$ cat src/rtl/cls_pkg.sv
// Shared types, codes and constants for the CBOR log-list schema checker.
package cls_pkg;

	localparam int LEN_W = 31;
	localparam int ADDR_SIZE_DEF = 20;
	localparam int TOPIC_SIZE_DEF = 32;
	localparam logic [LEN_W-1:0] LOG_FIELDS = 31'd3;

	// Item header kinds from the upstream token decoder
	typedef enum logic [1:0] {
		REQ_ARRAY   = 2'd0,
		REQ_BYTES   = 2'd1,
		REQ_OTHER   = 2'd2,
		REQ_DEC_ERR = 2'd3
	} req_kind_t;

	// Parser position within the log list
	typedef enum logic [2:0] {
		MODE_LOGS   = 3'd0,
		MODE_LOG    = 3'd1,
		MODE_ADDR   = 3'd2,
		MODE_TOPICS = 3'd3,
		MODE_TOPIC  = 3'd4,
		MODE_DATA   = 3'd5
	} mode_t;

	typedef enum logic [2:0] {
		EV_NONE        = 3'd0,
		EV_LOG_COUNT   = 3'd1,
		EV_ADDRESS     = 3'd2,
		EV_TOPIC_COUNT = 3'd3,
		EV_TOPIC       = 3'd4,
		EV_DATA        = 3'd5
	} event_kind_t;

	typedef enum logic [3:0] {
		ERR_OK              = 4'd0,
		ERR_BAD_TYPE        = 4'd1,
		ERR_DECODER         = 4'd2,
		ERR_ADDRESS_SIZE    = 4'd3,
		ERR_TOPIC_SIZE      = 4'd4,
		ERR_FIELD_COUNT     = 4'd5,
		ERR_BYTES_MISPLACED = 4'd6,
		ERR_ARRAY_MISPLACED = 4'd7,
		ERR_EARLIER         = 4'd8
	} err_code_t;

	typedef struct packed {
		logic [1:0]       req_type;
		logic [LEN_W-1:0] item_length;
	} req_t;

	typedef struct packed {
		logic [2:0]       event_kind;
		logic [LEN_W-1:0] count_value;
		logic             last_topic;
		logic             last_log;
		logic [3:0]       error_code;
	} rsp_t;

endpackage

$ cat src/rtl/cls_check.sv
// Schema state machine: mode, log and topic counters, sticky failure flag.
module cls_check #(
	parameter int ADDR_SIZE  = cls_pkg::ADDR_SIZE_DEF,
	parameter int TOPIC_SIZE = cls_pkg::TOPIC_SIZE_DEF
) (
	input  logic          clk,
	input  logic          arst_n,
	input  logic          step,
	input  cls_pkg::req_t req,
	output cls_pkg::rsp_t rsp
);

	localparam logic [cls_pkg::LEN_W-1:0] ADDR_LEN  = cls_pkg::LEN_W'(ADDR_SIZE);
	localparam logic [cls_pkg::LEN_W-1:0] TOPIC_LEN = cls_pkg::LEN_W'(TOPIC_SIZE);

	cls_pkg::mode_t             mode_q, mode_d;
	logic [cls_pkg::LEN_W-1:0]  logs_declared_q, logs_declared_d;
	logic [cls_pkg::LEN_W-1:0]  logs_seen_q, logs_seen_d;
	logic [cls_pkg::LEN_W-1:0]  topics_declared_q, topics_declared_d;
	logic [cls_pkg::LEN_W-1:0]  topics_seen_q, topics_seen_d;
	logic                       failed_q, failed_d;

	logic [cls_pkg::LEN_W-1:0]  topics_inc;
	logic [cls_pkg::LEN_W-1:0]  logs_inc;
	logic                       topic_last;
	logic                       log_last;
	cls_pkg::req_kind_t         kind;
	cls_pkg::err_code_t         err;

	// Counters wrap at the field width
	assign topics_inc = topics_seen_q + 1'b1;
	assign logs_inc   = logs_seen_q + 1'b1;
	assign topic_last = (topics_inc == topics_declared_q);
	assign log_last   = (logs_inc == logs_declared_q);
	assign kind       = cls_pkg::req_kind_t'(req.req_type);

	// Error classification for the current request
	always_comb begin
		err = cls_pkg::ERR_OK;
		if (failed_q) begin
			err = cls_pkg::ERR_EARLIER;
		end else begin
			unique case (kind)
				cls_pkg::REQ_OTHER:   err = cls_pkg::ERR_BAD_TYPE;
				cls_pkg::REQ_DEC_ERR: err = cls_pkg::ERR_DECODER;
				cls_pkg::REQ_BYTES: begin
					unique case (mode_q)
						cls_pkg::MODE_ADDR:
							if (req.item_length != ADDR_LEN) err = cls_pkg::ERR_ADDRESS_SIZE;
						cls_pkg::MODE_TOPIC:
							if (req.item_length != TOPIC_LEN) err = cls_pkg::ERR_TOPIC_SIZE;
						cls_pkg::MODE_DATA: err = cls_pkg::ERR_OK;
						default: err = cls_pkg::ERR_BYTES_MISPLACED;
					endcase
				end
				cls_pkg::REQ_ARRAY: begin
					unique case (mode_q)
						cls_pkg::MODE_LOGS, cls_pkg::MODE_TOPICS: err = cls_pkg::ERR_OK;
						cls_pkg::MODE_LOG:
							if (req.item_length != cls_pkg::LOG_FIELDS)
								err = cls_pkg::ERR_FIELD_COUNT;
						default: err = cls_pkg::ERR_ARRAY_MISPLACED;
					endcase
				end
				default: err = cls_pkg::ERR_BAD_TYPE;
			endcase
		end
	end

	// Next state
	always_comb begin
		mode_d            = mode_q;
		logs_declared_d   = logs_declared_q;
		logs_seen_d       = logs_seen_q;
		topics_declared_d = topics_declared_q;
		topics_seen_d     = topics_seen_q;
		failed_d          = failed_q;
		if (err != cls_pkg::ERR_OK) begin
			failed_d = 1'b1;
		end else if (kind == cls_pkg::REQ_BYTES) begin
			unique case (mode_q)
				cls_pkg::MODE_ADDR: mode_d = cls_pkg::MODE_TOPICS;
				cls_pkg::MODE_TOPIC: begin
					topics_seen_d = topics_inc;
					if (topic_last) mode_d = cls_pkg::MODE_DATA;
				end
				cls_pkg::MODE_DATA: begin
					logs_seen_d = logs_inc;
					mode_d = log_last ? cls_pkg::MODE_LOGS : cls_pkg::MODE_LOG;
				end
				default: mode_d = mode_q;
			endcase
		end else begin
			unique case (mode_q)
				cls_pkg::MODE_LOGS: begin
					logs_declared_d = req.item_length;
					logs_seen_d     = '0;
					mode_d          = cls_pkg::MODE_LOG;
				end
				cls_pkg::MODE_LOG: mode_d = cls_pkg::MODE_ADDR;
				cls_pkg::MODE_TOPICS: begin
					topics_declared_d = req.item_length;
					topics_seen_d     = '0;
					mode_d = (req.item_length == '0) ? cls_pkg::MODE_DATA : cls_pkg::MODE_TOPIC;
				end
				default: mode_d = mode_q;
			endcase
		end
	end

	// Result fields
	always_comb begin
		rsp.event_kind  = cls_pkg::EV_NONE;
		rsp.count_value = '0;
		rsp.last_topic  = 1'b0;
		rsp.last_log    = 1'b0;
		rsp.error_code  = err;
		if (err == cls_pkg::ERR_OK) begin
			rsp.count_value = req.item_length;
			if (kind == cls_pkg::REQ_BYTES) begin
				unique case (mode_q)
					cls_pkg::MODE_ADDR: rsp.event_kind = cls_pkg::EV_ADDRESS;
					cls_pkg::MODE_TOPIC: begin
						rsp.event_kind = cls_pkg::EV_TOPIC;
						rsp.last_topic = topic_last;
					end
					cls_pkg::MODE_DATA: begin
						rsp.event_kind = cls_pkg::EV_DATA;
						rsp.last_log   = log_last;
					end
					default: rsp.event_kind = cls_pkg::EV_NONE;
				endcase
			end else begin
				unique case (mode_q)
					cls_pkg::MODE_LOGS:   rsp.event_kind = cls_pkg::EV_LOG_COUNT;
					cls_pkg::MODE_TOPICS: rsp.event_kind = cls_pkg::EV_TOPIC_COUNT;
					default:              rsp.event_kind = cls_pkg::EV_NONE;
				endcase
			end
		end
	end

	// State registers, updated once per request that moves to the result stage
	always_ff @(posedge clk or negedge arst_n) begin
		if (!arst_n) begin
			mode_q            <= cls_pkg::MODE_LOGS;
			logs_declared_q   <= '0;
			logs_seen_q       <= '0;
			topics_declared_q <= '0;
			topics_seen_q     <= '0;
			failed_q          <= 1'b0;
		end else if (step) begin
			mode_q            <= mode_d;
			logs_declared_q   <= logs_declared_d;
			logs_seen_q       <= logs_seen_d;
			topics_declared_q <= topics_declared_d;
			topics_seen_q     <= topics_seen_d;
			failed_q          <= failed_d;
		end
	end

	// Failure is sticky until reset
	a_failed_sticky: assert property (@(posedge clk) disable iff (!arst_n)
		failed_q |=> failed_q)
		else $error("failure flag cleared without reset");

	// Once failed, every request reports an earlier failure
	a_failed_reports: assert property (@(posedge clk) disable iff (!arst_n)
		failed_q |-> rsp.error_code == cls_pkg::ERR_EARLIER)
		else $error("failed checker did not report earlier failure");

	// An error result carries no event, count or marks
	a_err_clean: assert property (@(posedge clk) disable iff (!arst_n)
		rsp.error_code != cls_pkg::ERR_OK |->
			rsp.event_kind == cls_pkg::EV_NONE && rsp.count_value == '0 &&
			!rsp.last_topic && !rsp.last_log)
		else $error("error result carries payload");

	// While waiting for topics, the list is never already complete
	a_topic_open: assert property (@(posedge clk) disable iff (!arst_n)
		mode_q == cls_pkg::MODE_TOPIC |-> topics_seen_q != topics_declared_q)
		else $error("topic mode with complete topic list");

endmodule

$ cat config.mk
export PLATFORM = sky130hd
export DESIGN_NAME = cls_check
export DESIGN_NICKNAME = d
export VERILOG_FILES = /design/src/rtl/cls_pkg.sv /design/src/rtl/cls_check.sv
export SDC_FILE = /design/constraint.sdc
export NUM_CORES = 1
export LEC_CHECK = 0
export ABC_AREA = 1
export BUFFER_PORTS_ARGS = -buffer_cell sky130_fd_sc_hd__buf_2
export CAP_MARGIN = 5
export CORE_MARGIN = 3
export CORE_UTILIZATION = 55
export CTS_CLUSTER_DIAMETER = 60
export DETAILED_ROUTE_END_ITERATION = 7
export PLACE_DENSITY = 0.76
export SYNTH_ARGS = -nofsm -noshare
export SYNTH_HDL_FRONTEND = slang
export SYNTH_SLANG_ARGS = --single-unit
$ cat constraint.sdc
create_clock -name clk -period 4.2 [get_ports clk]
set_clock_uncertainty 0.15 [all_clocks]
set_input_delay 0.42 -clock clk [delete_from_list [all_inputs] [get_ports clk]]
set_output_delay 0.42 -clock clk [all_outputs]
set_load 0.02 [all_outputs]
==> results of run 1 <==
[registers in the layout, indices dropped and copies added, names as in the netlist]
signal             cells
topics_declared_q     31
logs_seen_q           31
mode_q                 3
topics_seen_q         31
failed_q               1
logs_declared_q       31
[routing by layer]
layer / global-route usage / vias to the layer above
met1: 0.473 / 4614
li1: - / 4903
met5: 0 / -
met2: 0.449 / 461
met3: 0.0681 / 35
met4: 0.0756 / 2
[layout make-up]
class,count,area [um2]
Clock buffer,20,457
Clock inverter,12,110
Fill cell,1624,6240
Inverter,148,556
Multi-Input combinational cell,1205,5320
Sequential cell,128,3200
Tap cell,220,275
Timing Repair Buffer,88,479
[worst paths after layout]
| path | from | to | cells past startpoint |
|---|---|---|---|
| setup reg to reg | mode_q[2] | topics_declared_q[15] | 13 |
| setup / recovery | logs_seen_q[0] | rsp[4] | 14 |
| max in group asynchronous | arst_n | topics_declared_q[23] | 2 |
| hold reg to reg | logs_declared_q[5] | logs_declared_q[5] | 2 |
| hold / removal | arst_n | topics_seen_q[0] | 1 |
| min in group clk | step | failed_q | 3 |
[through the flow]
step                setup WS (ns)  hold WS [ns]
CTS                         0.400        0.0130
floorplan                    1.47       -0.0256
detailed placement          0.556         0.310
global placement            0.569         0.307
global route               0.0228        0.0240
finish                      0.305       -0.0587
[synthesized netlist by cell type, drive strengths merged]
cell	count
nand4	16
xnor2	4
or2	5
xor3	4
xnor3	1
o21bai	1
nor3b	2
nand3b	25
nor3	14
o21ai	12
o21a	1
dfrtp	128
nor2	234
inv	147
nor4	1
buf	22
xor2	9
clkinv	1
a21oi	17
nand2	637
clkbuf	28
nand3	216
a21o	1
o211ai	1
and2	2
ha	2
[cells by family after synthesis]
family                   after synthesis  synth area share
AO/OA/AOI/OAI                         33            0.0187
XOR/XNOR                              18            0.0247
adder cells (fa/ha/maj)                2           0.00267
buffers and inverters                198            0.0906
flip-flops                           128             0.342
AND/OR/NAND/NOR                     1152             0.521
[power breakdown]
group,switching [W],internal (W),total [W]
registers,0.0000606,0.00128,0.00134
logic,0.000216,0.000108,0.000324
clock network,0.000592,0.000846,0.00144
==> results.md, run 1 <==
- WL met3: 2910 um
- Top sig layer: met5
- Non-Filler Instances: 1821
- Slew Viols, Final: 0
- Fin Setup TNS: 0 ns
- Max Cap Viol: 0
- Post-layout util: 0.625
- Slew HR: 0.326
- Most frequent cells in the layout: 633 x nand2_1, 216 x nor2_1, 213 x nand3_1
- Die height: 136 um
- Sink Count: 128
- Final Cell Area: 10400 um2
- First-pass GRT wire length: 45600 um
- Largest net degree at the start of global routing: 106
- Setup Crit Path Kind: reg2out
- TritonCTS clock tree: yes
- Layout cells sized above 1: 0.0981
- RSZ-0062 raised after global routing: false
- Status: finished with violations
- Final setup viols: 0
- Pwr Density: 299 nW/um2
- DRC violations left: 0
- Overall routing resource usage: 0.311
- Starting density of the core: 0.563
- CP max stage delay: 0.51 ns
- Post-DP Area: 9830 um2
- Initial antenna violation count: 1
- Area share of the largest cell type after synthesis: 0.342
- Crit Path Max Fanout: 7
- P&R area growth vs syn: 11.1%
- HPWL after detailed placement: 20500 um
- Vias in the first global route: 8818
- Sequential share of the synthesized area: 0.342
- Slew @ Worst Pin: 1.01 ns
- Synth Instances: 1531
- Tcrit/Tclk final: 0.927
- Clk root buf: clkbuf_16
- Failing checks: negative hold slack
- Vias: 10.0k
- Routed WL: 28000 um
- Total power: 0.00311 W
- Buf/Inv on CP: 1
- Area leader, netlist: dfrtp_1
- CTS H-tree lvls: 4
- Max VDD drop: 0.294 mV
- RePlAce Congestion: 1.00
- Die Span X: 136 um
- Fmax achieved: 0.257 GHz
- WP data required: 3.63 ns
- Clock latency on the worst-skew pair: 0.43 ns
- Post-synth cell types: 36
- Min-delay worst type: in2async
- Crit path time final: 3.89 ns
- Worst Hold Slack: -0.0587 ns
- FF+latch count, synth: 128
- # diodes: 0
- Antenna-violating nets left: 0
- Core Rows: 47
- Synth Area per Inst: 6.11 um2
- Post-CTS sizing: 0
- Placed Instances: 1789
- Total gr overflow: 0
- P_leak: 5.44 nW
- Wirelength per Cell: 15.4 um
- Commonest non-fill, non-tap cell in the layout: nand2_1
- Pre-antenna DRT Iters: 6
- Post-Syn Nets: 1569
- Crit end category: primary output
- Data arrival time of the worst path: 3.32 ns
- CP max-delay cell: dfrtp_1
- DR WL met2: 11800 um
- Vias per inst: 5.50
- IO Count: 76
- First DRT Iteration DRCs: 1212
- Met1 WL: 12800 um
- Core Footprint: 16600 um2
- CP Launch Type: flip-flop
- Netlist area before placement: 9360 um2
- Clock slew at the register clock pins of the worst setup and hold paths: 0.06 ns
- Final hold violation count: 20
- Top delay family on crit path: simple AND/OR/NAND/NOR gates
- Crit path top cell by count: nor2_1
- Post-CTS Hold Buffers: 0
- Worst-path cell chain: ha_1, nand3_1, nor2_1, nand2_1, and2_1, nand2_1, nand2_1, nor2_1, nand3_1, nor2_1, nand3_1, nand3b_1, nor2_1, buf_2
- I/O Buffers: 75
- CTS buffer count: 17
- Yosys Warn Count: 0
- Setup slack, reg-to-reg: 0.88 ns
- Final net count: 1626
- Post-CTS setup buffers: 0
- CTS Buffer Depth: 2
- Die area: 18600 um2
- Largest cells by area after synthesis: dfrtp_1 34%, nand2_1 25%, nand3_1 11%
No activity file was read; power rests on OpenSTA's default activity.
==> run 2, diff against run 1 <==
--- a/config.mk
+++ b/config.mk
@@ -6,13 +6,14 @@
 export NUM_CORES = 1
 export LEC_CHECK = 0
 export ABC_AREA = 1
-export BUFFER_PORTS_ARGS = -buffer_cell sky130_fd_sc_hd__buf_2
+export BUFFER_PORTS_ARGS = -buffer_cell sky130_fd_sc_hd__buf_4
 export CAP_MARGIN = 5
 export CORE_MARGIN = 3
 export CORE_UTILIZATION = 55
 export CTS_CLUSTER_DIAMETER = 60
 export DETAILED_ROUTE_END_ITERATION = 7
 export PLACE_DENSITY = 0.76
+export RECOVER_POWER = 50
 export SYNTH_ARGS = -nofsm -noshare
 export SYNTH_HDL_FRONTEND = slang
 export SYNTH_SLANG_ARGS = --single-unit
==> results.md, run 2 (synthesized netlist as in run 1, its figures left out) <==
- NetSw: 0.000878 W (+1.1%)
- PnR worst setup slack: 0.395 ns (+0.0898 ns)
- Clock slew at the register clock pins of the worst setup and hold paths: 0.06 ns (about the same)
- Routed WL: 29100 um (+4.1%)
- Post-CTS Hold Buffers: 1 (+1)
- Fmax achieved: 0.263 GHz (+2.4%)
- Pre-antenna DRT Iters: 5 (-1)
- WP data required: 3.63 ns (about the same)
- FF-to-FF Start: mode_q[2]
- P_leak: 5.51 nW (+1.3%)
- Setup Crit Path Kind: reg2out
- Hold EP: failed_q
- Worst r2r path cells: 15 (+2)
- Crit Path Max Fanout: 6 (-1)
- Core Footprint: 16600 um2 (unchanged)
- # diodes: 0 (unchanged)
- RePlAce Congestion: 0.990 (-1.1%)
- CP Launch Type: flip-flop
- Vias: 10.0k (-0.14%)
- Initial antenna violation count: 0 (-1)
- I/O Buffers: 75 (unchanged)
- TritonCTS clock tree: yes
- Final hold violation count: 0 (-100%)
- Clk root buf: clkbuf_16
- Final setup viols: 0 (unchanged)
- GRT Max-Usage Layer: met1
- Slew @ Worst Pin: 1.86 ns (+0.849 ns)
- DRC violations left: 0 (unchanged)
- Core Rows: 47 (unchanged)
- First-pass GRT wire length: 46400 um (+1.7%)
- Clock latency on the worst-skew pair: 0.43 ns (about the same)
- Setup slack, reg-to-reg: 0.50 ns (-0.38 ns)
- Vias in the first global route: 8998 (+2.0%)
- Total gr overflow: 0 (unchanged)
- Post-DP Area: 10000 um2 (+1.9%)
- Slew HR: -0.238 (-0.564)
- CTS H-tree lvls: 4 (unchanged)
- P_int: 0.00253 W (+13%)
- Starting density of the core: 0.563 (unchanged)
- Pre-CTS setup slack: 0.951 ns (+0.395 ns)
- Antenna-violating nets left: 0 (unchanged)
- Fin Setup TNS: 0 ns (unchanged)
- Most frequent cells in the layout: 633 x nand2_1, 216 x nor2_1, 213 x nand3_1
- Hold Crit Depth: 3
- Die Span X: 136 um (unchanged)
- Commonest non-fill, non-tap cell in the layout: nand2_1
- Tcrit/Tclk final: 0.906 (-0.0214)
- HPWL after detailed placement: 21300 um (+3.7%)
- Final net count: 1627 (+0.062%)
- Final Cell Area: 10700 um2 (+2.7%)
- Die area: 18600 um2 (unchanged)
- Post-CTS setup buffers: 0 (unchanged)
- Grt met3 use: 0.0614 (-0.00666)
- Logic pwr share: 0.099 (-0.005)
- IO Count: 76 (unchanged)
- Sink Count: 128 (unchanged)
- Slew Viols, Final: 101 (+101)
- Failing checks: max-capacitance violations, max-slew violations
- Crit end category: primary output
- P&R area growth vs syn: 14.0%
- Largest net degree at the start of global routing: 72 (-32%)
- CTS buffer count: 17 (unchanged)
- Min-delay worst type: in2reg
- Post-CTS sizing: 0 (unchanged)
- Layout cells sized above 1: 0.0943 (-0.00381)
- Wirelength per Cell: 16.0 um (+4.0%)
- Status: finished with violations
- Overall routing resource usage: 0.318 (+0.00702)
- Worst hold start: step
- Clock Power Share: 0.507 (+0.044)
- GR Util met1: 0.471 (-0.00211)
- Met2 Use GR: 0.471 (+0.0214)
- First DRT Iteration DRCs: 978 (-19%)
- Die height: 136 um (unchanged)
- Data arrival time of the worst path: 3.23 ns (-0.09 ns)
- CTS Buffer Depth: 2 (unchanged)
- Max Cap Viol: 2 (+2)
- RSZ-0062 raised after global routing: false
- Pwr Density: 319 nW/um2 (+7.0%)
- RR Endpoint: topics_seen_q[22]
- Crit path time final: 3.80 ns (-0.0898 ns)
- Flop pwr share: 0.394 (-0.039)
- Switching Share: 0.257 (-0.0222)
- Max VDD drop: 0.321 mV (+9.1%)
- Vias per inst: 5.49 (-0.19%)
==> run 2: changes by cell type in the layout (fill, tap and decap cells not counted), moves of 2 or more <==
cell and change:
bufinv_16 +5, clkinvlp_4 -3, buf_2 -74, inv_2 -2
clkbuf_1 +4, buf_4 +68, clkbuf_2 +3, inv_1 +2
==> run 2: worst max-delay path by stage <==
stage                      from  slack [ns]  cells past startpoint               end
2_1_floorplan  topics_seen_q[0]        1.47                     15            rsp[5]
3_3_place_gp     logs_seen_q[0]        0.98                     13            rsp[4]
3_5_place_dp   topics_seen_q[0]        0.95                     14            rsp[5]
4_1_cts        topics_seen_q[0]        0.43                     14            rsp[5]
5_1_grt               mode_q[2]        0.09                     15  topics_seen_q[6]
6_report       topics_seen_q[0]        0.40                     14            rsp[5]
==> run 2: layout make-up <==
type | count | area [um2]
Sequential cell | 128 | 3200
Inverter | 148 | 556
Multi-Input combinational cell | 1205 | 5320
Tap cell | 220 | 275
Clock buffer | 19 | 443
Fill cell | 1616 | 5970
Timing Repair Buffer | 89 | 648
Clock inverter | 13 | 233
==> run 2: stage by stage <==
stage          instances  hold slack [ns]  utilization  total power [W]
6_report            1822           0.0681        0.642          0.00341
5_1_grt             1822           0.0795        0.642          0.00353
2_1_floorplan       1531          -0.0256            -          0.00155
3_5_place_dp        1789            0.313        0.602          0.00170
4_1_cts             1822           0.0451        0.643          0.00342
3_3_place_gp        1789            0.309        0.602          0.00169
==> run 2: power groups by stage <==
| stage | registers [W] | clock network [W] | logic (W) |
|---|---|---|---|
| 5_1_grt | 0.00135 | 0.00180 | 0.000381 |
| 2_1_floorplan | 0.00134 | 0 | 0.000210 |
| 3_3_place_gp | 0.00136 | 0 | 0.000325 |
| 3_5_place_dp | 0.00136 | 0 | 0.000332 |
| 6_report | 0.00134 | 0.00173 | 0.000338 |
| 4_1_cts | 0.00134 | 0.00174 | 0.000336 |
==> run 2: worst max-delay path: stages (launching register included) <==
cell and delay, ns:
dfrtp_1 0.46, ha_1 0.27, nand3_2 0.13, inv_2 0.15, nand2_1 0.13, nor2_2 0.27, nand3_1 0.16, nand3b_1 0.16
nand2_1 0.07, nor2_1 0.10, nand2_1 0.06, nor2_1 0.16, nand3_1 0.15, nor3_1 0.32, buf_4 0.21
==> run 2: routing by layer <==
metal	vias to the layer above	wire (um)
met5	-	0
met4	0	594
met3	43	2450
met2	419	12400
met1	4642	13700
li1	4897	-
==> run 3, diff against run 2 <==
==> constraint.sdc (replaced) <==
create_clock -name clk -period 4.2 [get_ports clk]
set_clock_uncertainty 0.15 [all_clocks]
set_input_delay 0.63 -clock clk [delete_from_list [all_inputs] [get_ports clk]]
set_output_delay 0.63 -clock clk [all_outputs]
set_load 0.02 [all_outputs]
==> results.md, run 3 (synthesized netlist as in run 1, its figures left out) <==
- Starting density of the core: 0.563 (unchanged)
- RSZ-0062 raised after global routing: false
- Setup Crit Path Kind: reg2out
- Sink Count: 128 (unchanged)
- Vias in the first global route: 9072 (+0.82%)
- Max Cap Viol: 1 (-1)
- Slew @ Worst Pin: 2.68 ns (+0.823 ns)
- Vias: 10.0k (+0.25%)
- IO Count: 76 (unchanged)
- Slew HR: -0.787 (-0.548)
- WP data required: 3.42 ns (-0.21 ns)
- I/O Buffers: 75 (unchanged)
- Pre-CTS setup slack: 0.669 ns (-0.282 ns)
- First-pass GRT wire length: 45700 um (-1.4%)
- Status: finished with violations
- Fin Setup TNS: 0 ns (unchanged)
- Crit Path Max Fanout: 8 (+2)
- Layout cells sized above 1: 0.0943 (unchanged)
- Overall routing resource usage: 0.313 (-0.00547)
- Worst Hold Slack: 0.280 ns (+0.212 ns)
- PnR worst setup slack: 0.201 ns (-0.194 ns)
- Final hold violation count: 0 (unchanged)
- Clock slew at the register clock pins of the worst setup and hold paths: 0.06 ns (about the same)
- RePlAce Congestion: 1.01 (+1.7%)
- CTS H-tree lvls: 4 (unchanged)
- DRC violations left: 0 (unchanged)
- Data arrival time of the worst path: 3.22 ns (about the same)
- CP Launch Type: flip-flop
- CTS buffer count: 17 (unchanged)
- Crit path time final: 4.00 ns (+0.194 ns)
- Final net count: 1627 (unchanged)
- Antenna-violating nets left: 0 (unchanged)
- Post-CTS Hold Buffers: 0 (-1)
- Worst r2r path cells: 15 (unchanged)
- Pwr Density: 309 nW/um2 (-3.1%)
- Routed WL: 28600 um (-1.8%)
- Most frequent cells in the layout: 633 x nand2_1, 217 x nor2_1, 213 x nand3_1
- Post-CTS sizing: 0 (unchanged)
- Clk root buf: clkbuf_16
- Min-delay worst type: in2reg
- HPWL after detailed placement: 21000 um (-1.2%)
- Vias per inst: 5.50 (+0.25%)
- P_leak: 5.48 nW (-0.57%)
- CTS Buffer Depth: 2 (unchanged)
- Core Footprint: 16600 um2 (unchanged)
- Setup slack, reg-to-reg: 0.83 ns (+0.33 ns)
- Die height: 136 um (unchanged)
- Max VDD drop: 0.353 mV (+10%)
- Fmax achieved: 0.250 GHz (-4.9%)
- Commonest non-fill, non-tap cell in the layout: nand2_1
- Clock latency on the worst-skew pair: 0.43 ns (about the same)
- FF-to-FF Start: mode_q[2]
- Die Span X: 136 um (unchanged)
- RR Endpoint: topics_seen_q[1]
- TritonCTS clock tree: yes
- Hold EP: failed_q
- Total gr overflow: 0 (unchanged)
- Post-CTS setup buffers: 0 (unchanged)
- First DRT Iteration DRCs: 1232 (+26%)
- Tcrit/Tclk final: 0.952 (+0.0463)
- Pre-antenna DRT Iters: 5 (unchanged)
- Largest net degree at the start of global routing: 108 (+50%)
- Final setup viols: 0 (unchanged)
- Wirelength per Cell: 15.7 um (-1.8%)
- # diodes: 0 (unchanged)
- Die area: 18600 um2 (unchanged)
- Failing checks: max-capacitance violations, max-slew violations
- Worst Setup SP: logs_seen_q[0]
- Post-layout util: 0.639 (-0.00210)
- Slew Viols, Final: 108 (+6.9%)
- Initial antenna violation count: 0 (unchanged)
- Core Rows: 47 (unchanged)
- Crit end category: primary output
- Hold Crit Depth: 3 (unchanged)
- Worst hold start: step
- P&R area growth vs syn: 13.7%
## run 3: area by class of cell
class                   instances  area, um2
fillers                      1609       6000
multi-input cells            1205       5310
flip-flops and latches        128       3200
repair buffers                 89        656
inverters                     148        556
clock buffers                  20        457
well taps                     220        275
clock inverters                12        183
## run 3: power by group
| group | leakage [nW] | internal [W] | switching [W] | total [W] |
|---|---|---|---|---|
| combinational | 3.45 | 0.000116 | 0.000220 | 0.000336 |
| clock | 0.303 | 0.00103 | 0.000586 | 0.00161 |
| sequential | 1.72 | 0.00128 | 0.0000604 | 0.00134 |
| total | 5.48 | 0.00243 | 0.000866 | 0.00329 |
## run 3: worst max-delay path, stage by stage (launching register included)
cell,delay [ns]
dfrtp_2,0.46
ha_1,0.24
nand2_1,0.13
nor2_4,0.23
nand3_1,0.24
o21ai_1,0.22
nand2_1,0.15
nand2_1,0.14
nand2_1,0.06
nor3_1,0.26
nand3_1,0.14
nand3b_1,0.24
nor2_1,0.12
buf_4,0.16
## run 3: through the flow
stage               total power (W)  std cells  instance area, um2
global placement            0.00169       1790               10000
CTS                         0.00330       1822               10700
finish                      0.00329       1822               10600
floorplan                   0.00155       1531                9360
global route                0.00341       1822               10600
detailed placement          0.00169       1790               10000
## run 3: worst max-delay path by stage
stage | depth (start not counted) | to
2_1_floorplan | 12 | rsp[39]
3_3_place_gp | 13 | rsp[4]
3_5_place_dp | 17 | topics_seen_q[16]
4_1_cts | 14 | rsp[4]
5_1_grt | 13 | rsp[4]
6_report | 13 | rsp[4]
## run 3: routing by layer
layer,track usage,vias up,part of all wire
met5,0,-,0
met4,0.0834,0,0.021
met3,0.0766,51,0.095
met2,0.463,441,0.42
met1,0.456,4637,0.46
li1,-,4897,-
